## src/rtl/alu8f_pkg.sv

```systemverilog
// ----------------------------------------------------------------------------
// alu8f_pkg
// operation codes, flag bit positions and item types of the eight-bit alu
// ----------------------------------------------------------------------------
package alu8f_pkg;

   // operation codes
   typedef enum logic [2:0] {
      OP_ADD        = 3'd0,
      OP_SUBTRACT   = 3'd1,
      OP_AND        = 3'd2,
      OP_OR         = 3'd3,
      OP_XOR        = 3'd4,
      OP_SWAP       = 3'd5,
      OP_SHIFT      = 3'd6,
      OP_COMPLEMENT = 3'd7
   } op_type;

   // bit positions in the flag byte
   localparam int unsigned FLAG_Z_BIT = 7;
   localparam int unsigned FLAG_N_BIT = 6;
   localparam int unsigned FLAG_H_BIT = 5;
   localparam int unsigned FLAG_C_BIT = 4;

   typedef struct packed {
      op_type     kind;
      logic [7:0] operand_a;
      logic [7:0] operand_b;
      logic       carry_in;
      logic [7:0] flags_in;
   } req_type;

   typedef struct packed {
      logic [7:0] result;
      logic [7:0] flags_out;
   } rsp_type;

endpackage

```

## src/rtl/eight_bit_alu_with_flags.sv

```systemverilog
// ----------------------------------------------------------------------------
// eight_bit_alu_with_flags
// eight-bit alu with z/n/h/c flags, registered in and out, one item per cycle
// ----------------------------------------------------------------------------
//
// channel   ports                 direction  handshake
// -------   --------------------  ---------  ---------------------------------
// request   start, busy, req      in         taken when start high, busy low
// response  rsp_strobe, rsp       out        one cycle, no back pressure
//
// - an item taken passes through the input register and the datapath into the
//   result register; the receiver takes it from rsp while rsp_strobe is high
// - stages: input register, then the datapath into the result register
// - a new item can be taken every cycle; busy is high only while reset is held
// - reset is synchronous and clears the valid bits of both stages
// - the receiver cannot stall, so nothing ever backs up inside the block
//
module eight_bit_alu_with_flags import alu8f_pkg::*; (
   input  logic    clock,
   input  logic    reset,
   input  logic    start,
   input  req_type req,
   output logic    busy,
   output logic    rsp_strobe,
   output rsp_type rsp
);

   logic    accept;
   logic    vld1_ff;
   logic    vld1_in;
   req_type req_ff;
   rsp_type core_rsp;
   logic    vld2_ff;
   logic    vld2_in;
   rsp_type rsp_ff;

   // only reset holds items off
   assign busy   = reset;
   assign accept = start && !busy;

   // stage 1: input register
   assign vld1_in = accept;

   always_ff @(posedge clock) begin
      if (reset) begin
         vld1_ff <= 1'b0;
      end else begin
         vld1_ff <= vld1_in;
      end
   end

   // payload needs no reset
   always_ff @(posedge clock) begin
      if (accept) begin
         req_ff <= req;
      end
   end

   // stage 2: datapath into the result register
   alu8f_core u_core (
      .op_req (req_ff),
      .op_rsp (core_rsp)
   );

   assign vld2_in = vld1_ff;

   always_ff @(posedge clock) begin
      if (reset) begin
         vld2_ff <= 1'b0;
      end else begin
         vld2_ff <= vld2_in;
      end
   end

   always_ff @(posedge clock) begin
      if (vld1_ff) begin
         rsp_ff <= core_rsp;
      end
   end

   assign rsp_strobe = vld2_ff;
   assign rsp        = rsp_ff;

   // every result strobe traces back to an earlier item taken
   a_strobe_from_accept: assert property (@(posedge clock) disable iff (reset)
      rsp_strobe |-> $past(accept, 2))
      else $error("result strobe without an item taken two cycles before");

   // an item taken always reaches the result register
   a_accept_to_strobe: assert property (@(posedge clock) disable iff (reset)
      accept |=> ##1 rsp_strobe)
      else $error("item taken but no result strobe two cycles later");

   // low nibble of the flag byte stays zero
   a_flags_low_zero: assert property (@(posedge clock) disable iff (reset)
      rsp_strobe |-> (rsp.flags_out[3:0] == 4'd0))
      else $error("flag byte low nibble not zero");

   // complement keeps the incoming z and c bits
   a_complement_keeps_zc: assert property (@(posedge clock) disable iff (reset)
      (vld1_ff && (req_ff.kind == OP_COMPLEMENT)) |=>
         ((rsp.flags_out[FLAG_Z_BIT] == $past(req_ff.flags_in[FLAG_Z_BIT]))
          && (rsp.flags_out[FLAG_C_BIT] == $past(req_ff.flags_in[FLAG_C_BIT]))))
      else $error("complement changed z or c");

endmodule

```

## src/rtl/alu8f_core.sv

```systemverilog
// ----------------------------------------------------------------------------
// alu8f_core
// combinational datapath: result and new flag byte for one operation
// ----------------------------------------------------------------------------
module alu8f_core import alu8f_pkg::*; (
   input  req_type op_req,
   output rsp_type op_rsp
);

   logic [8:0] sum9;
   logic [4:0] sum5;
   logic [8:0] diff9;
   logic [4:0] diff5;
   logic [7:0] res;
   logic       flag_n;
   logic       flag_h;
   logic       flag_c;
   logic       keep_zc;

   // nibble and byte carries for add, borrows for subtract
   assign sum9  = {1'b0, op_req.operand_a} + {1'b0, op_req.operand_b}
                + {8'd0, op_req.carry_in};
   assign sum5  = {1'b0, op_req.operand_a[3:0]} + {1'b0, op_req.operand_b[3:0]}
                + {4'd0, op_req.carry_in};
   assign diff9 = {1'b0, op_req.operand_a} - {1'b0, op_req.operand_b}
                - {8'd0, op_req.carry_in};
   assign diff5 = {1'b0, op_req.operand_a[3:0]} - {1'b0, op_req.operand_b[3:0]}
                - {4'd0, op_req.carry_in};

   always_comb begin
      res     = 8'd0;
      flag_n  = 1'b0;
      flag_h  = 1'b0;
      flag_c  = 1'b0;
      keep_zc = 1'b0;
      unique case (op_req.kind)
         OP_ADD: begin
            res    = sum9[7:0];
            flag_h = sum5[4];
            flag_c = sum9[8];
         end
         OP_SUBTRACT: begin
            res    = diff9[7:0];
            flag_n = 1'b1;
            flag_h = diff5[4];
            flag_c = diff9[8];
         end
         OP_AND: begin
            res    = op_req.operand_a & op_req.operand_b;
            flag_h = 1'b1;
         end
         OP_OR: begin
            res = op_req.operand_a | op_req.operand_b;
         end
         OP_XOR: begin
            res = op_req.operand_a ^ op_req.operand_b;
         end
         OP_SWAP: begin
            res = {op_req.operand_a[3:0], op_req.operand_a[7:4]};
         end
         OP_SHIFT: begin
            res    = {1'b0, op_req.operand_a[7:1]};
            flag_c = op_req.operand_a[0];
         end
         OP_COMPLEMENT: begin
            res     = ~op_req.operand_a;
            flag_n  = 1'b1;
            flag_h  = 1'b1;
            keep_zc = 1'b1;
         end
         default: begin
            res = 8'd0;
         end
      endcase
   end

   always_comb begin
      op_rsp.result    = res;
      op_rsp.flags_out = 8'd0;
      // complement passes z and c through from the incoming flags
      op_rsp.flags_out[FLAG_Z_BIT] = keep_zc ? op_req.flags_in[FLAG_Z_BIT]
                                             : (res == 8'd0);
      op_rsp.flags_out[FLAG_N_BIT] = flag_n;
      op_rsp.flags_out[FLAG_H_BIT] = flag_h;
      op_rsp.flags_out[FLAG_C_BIT] = keep_zc ? op_req.flags_in[FLAG_C_BIT] : flag_c;
   end

endmodule

```

## config.mk

```make
export PLATFORM = sky130hd
export DESIGN_NAME = eight_bit_alu_with_flags
export DESIGN_NICKNAME = d
export VERILOG_FILES = /design/src/rtl/alu8f_pkg.sv /design/src/rtl/eight_bit_alu_with_flags.sv /design/src/rtl/alu8f_core.sv
export SDC_FILE = /design/constraint.sdc
export NUM_CORES = 1
export LEC_CHECK = 0
export BUFFER_PORTS_ARGS = -buffer_cell sky130_fd_sc_hd__buf_2
export CAP_MARGIN = 40
export CORE_ASPECT_RATIO = 0.5
export CORE_MARGIN = 4
export CORE_UTILIZATION = 35
export CTS_CLUSTER_DIAMETER = 120
export DETAILED_ROUTE_END_ITERATION = 6
export PLACE_DENSITY_LB_ADDON = 0.12
export SETUP_SLACK_MARGIN = 0.05
export SLEW_MARGIN = 10
export SYNTH_ARGS = -nofsm -noshare
export SYNTH_HDL_FRONTEND = slang
export SYNTH_SLANG_ARGS = --single-unit
export TNS_END_PERCENT = 1
```

## constraint.sdc

```tcl
create_clock -name clock -period 5.5 [get_ports clock]
set_input_delay 0.275 -clock clock [delete_from_list [all_inputs] [get_ports clock]]
set_output_delay 0.275 -clock clock [all_outputs]
set_load 0.01 [all_outputs]
```

==> metrics.md <==
| Metric | Value |
|---|---|
| Status | finished, final reports clean |
| Rows | 22 |
| Routed via count | about 2200 |
| Setup WS post-layout | 2.29 ns |
| Layout cells sized above 1 | 18.8% |
| Tot GR Track Use | about 16% |
| Worst-Margin Slew | 0.641 ns |
| Final setup vio count | 0 |
| Clk slew on worst S/H paths | 0.05 ns |
| Setup tns final | 0 ns |
| Sequential area share after synthesis | between 30% and 40% |
| Hold buffer count at CTS | 0 |
| Mean post-synth cell area | 9.84 µm² |
| Crit share post-route | about three fifths |
| DR DRC count | 0 |
| Core Footprint | 7570 µm² |
| Drt via density | approximately 5.1 |
| DP Wirelength | 5570 µm |
| Pwr Density | ~270 nW/µm² |
| Combinational share of power | 28.2% |
| Die width | 135 µm |
| CTS Sinks | 36 |
| Fmax | 311 MHz |
| Hold/Removal Path Class | in2reg |
| Hold Vio Cnt, Final | 0 |
| Max FO, Critical Path | 5 |
| DP Worst Slack | between 2 and 2.5 ns |
| Area after DPL | 3090 µm² |
| CTS tree | done |
| Post-CTS Setup Bufs | 0 |
| Total Wirelength | between 7000 and 8000 µm |
| Main combinational cell family by area after synthesis | compound AO/OA/AOI/OAI gates |
| Synth Instances | 287 |
| Design area | about 3200 µm² |
| Routability congestion estimate | around 0.9 |
| Library cells used by synthesis | 56 |
| Initial antenna violation count | 0 |
| Syn-to-layout area delta | 14.8% |
| Post-synth EDFFs | 34 |
| Worst relative slew slack | 56.9% |
| Crit path kind | reg2reg |
| Final non-filler cell total | 432 |
| Ys flop type | edfxtp_1 |
| Die area | 9660 µm² |
| Sw power | between 0.2 and 0.3 mW |
| Post_cts resized | 0 |
| Synthesis-stage register bit count | 36 |
| Int Pwr | 0.622 mW |
| Final Skew | roughly 0.0048 ns |
| Num ports | 49 |
| Post-Synth Adder-Cell Area | 16.1% |
| CTS Buf Count | 5 |
| Min Tclk post-route | roughly 3.2 ns |
| Compound-Gate Fraction of Synth Area | 19.1% |
| IO buf count | 38 |
| Crit path required time | 5.63 ns |
| 1st-iter DRT viols | 131 |
| Met1 Track Usage GR | approximately 24% |
| Clock network fraction of total power | 33.2% |
| Maximum vdd drop | 0.122 mV |
| WP data arrival | between 3 and 4 ns |
| Leakage | 1.37 nW |
| Placed cell count | 424 |
| WL/cell | 16.9 µm |
| Synth Area in XOR/XNOR | 3.10% |
| M3 GR Usage | under 10% |
| Clock buffer depth | 2 |
| ANT cells | 0 |
| First-pass GRT wire length | ~11000 µm |
| NumNets Final | 388 |
| Async set-or-reset flop fraction in the synthesized netlist | 0% |
| CTS root buffer | clkbuf_16 |
| Post-Synth Simple-Gate Area | a little over an eighth |
| Largest net degree at the start of global routing | 38 |
| Critical Path Sink Type | flip-flop |
| Mapped Area | 2830 µm² |
| Slew Viols, Final | 0 |
| Sw frac | 29.8% |
| Grt ovf | 0 |
| Multiplexer share of the synthesized area | 1.42% |
| Met2 Resource Use GR | 19.9% |
| GRT busiest layer | met1 |
| Skew-Pair Late Insertion Delay | between 0.2 and 0.3 ns |
| Startpoint type of the worst setup path | flip-flop |
| First-pass DRT Iterations | 4 |
| Fillers | 763 |
| Vias in the first global route | 2017 |
| Max cap viols | 0 |
| CTS HTree Levels | 2 |
| Initial core utilization | a little under two fifths |
| Antenna-violating nets left | 0 |
| YS warnings | 0 |
| Die height | between 70 and 80 µm |
| RSZ-0062 raised after global routing | false |
| Seq pwr share | 38.6% |
[Yosys cell counts (2+ instances only)]
cell type	n	area [µm²]
dfxtp_1	2	40.0
a21boi_0	4	30.0
nor3_1	5	25.0
edfxtp_1	34	1020
mux2i_1	4	40.0
a221oi_1	7	61.3
nand2_1	21	78.8
xor2_1	5	43.8
o21ai_1	3	15.0
buf_6	3	33.8
inv_1	34	128
nor2b_1	10	62.6
nand2b_1	9	56.3
a21o_1	2	15.0
xnor2_1	5	43.8
o31ai_1	2	15.0
a32o_1	2	20.0
o21a_1	2	15.0
o21ai_0	13	65.1
o22ai_1	3	18.8
nor2_1	13	48.8
a32oi_1	2	17.5
a21oi_1	20	100
a211oi_1	2	15.0
nand3_1	2	10.0
a221o_1	2	20.0
fa_1	4	80.1
o2111ai_1	4	35.0
buf_4	7	52.6
ha_1	30	375
clkbuf_1	2	7.51
buf_2	5	25.0
[path summary, 6_finish.rpt]
check        cells past startpoint  slack, ns                    to                 start
max                             11       2.29      rsp[7]$_DFFE_PP_  req_ff[17]$_DFFE_PP_
min reg2reg                      2       0.61      rsp[4]$_DFFE_PP_   req_ff[4]$_DFFE_PP_
max reg2reg                     11       2.29      rsp[7]$_DFFE_PP_  req_ff[17]$_DFFE_PP_
min                              1       0.16  req_ff[21]$_DFFE_PP_               req[21]
[cell type report]
cell class | instances | area (µm²) | share of cell area (%)
Sequential cell | 36 | 1060 | 32.7
Clock buffer | 8 | 156 | 4.82
Tap cell | 108 | 135 | 4.17
Inverter | 35 | 131 | 4.05
Multi-Input combinational cell | 202 | 1530 | 47.1
Timing Repair Buffer | 43 | 233 | 7.17
[state kept, by name (all words and copies together), names as in the netlist]
register and flops:
rsp 12, req_ff 22, rsp_strobe 1, vld1_ff 1
[cells by family (layout without fill, tap and decap cells)]
family,after synthesis,count (layout)
DFF,36,36
other,1,4
muxes,4,4
buffers and inverters,52,86
AOI/OAI and AO/OA,77,77
xor gates and xnor gates,10,10
adders and majority gates,34,34
and+or+nand+nor,73,73
[power by group through the flow]
stage | Combinational [mW] | Clock (mW) | Sequential [mW]
6_report | 0.250 | 0.295 | 0.342
5_1_grt | 0.278 | 0.314 | 0.344
4_1_cts | 0.248 | 0.304 | 0.342
3_5_place_dp | 0.246 | 0 | 0.347
3_3_place_gp | 0.240 | 0 | 0.350
2_1_floorplan | 0.178 | 0 | 0.348
[cells in the final DEF, fill, tap and decap left out, drive strengths merged, types with 5 or more instances in the layout]
master	instances
a21oi	21
a221oi	7
buf	43
clkbuf	8
edfxtp	34
ha	30
inv	35
nand2	21
nand2b	9
nor2	14
nor2b	11
nor3	5
o21ai	16
xnor2	5
xor2	5
[routing by layer]
metal  vias to the layer above  routed length (µm)
met5                         -                   0
met4                         0                  78
met3                         7                 925
met2                       105                2690
met1                       993                3590
li1                       1080                   -
[worst max-delay path, cell delays in order (launching register included)]
cell and delay [ns]:
edfxtp_1 0.44, inv_1 0.13, fa_1 0.45, inv_1 0.08
ha_1 0.25, a211oi_2 0.30, nand2b_1 0.16, a21oi_2 0.07
mux2i_1 0.13, or3b_4 0.41, or4_4 0.52, o22ai_2 0.12
[per-stage QoR]
| step | power (mW) | util (%) | hold slack, ns |
|---|---|---|---|
| after floorplan | 0.526 | - | 0.347 |
| after global placement | 0.590 | 40.5 | 0.451 |
| final | 0.886 | 42.9 | 0.162 |
| after CTS | 0.894 | 42.9 | 0.155 |
| after detailed placement | 0.593 | 40.8 | 0.453 |
| after global routing | 0.937 | 42.9 | 0.153 |
Power figures use the tool's default switching activity.
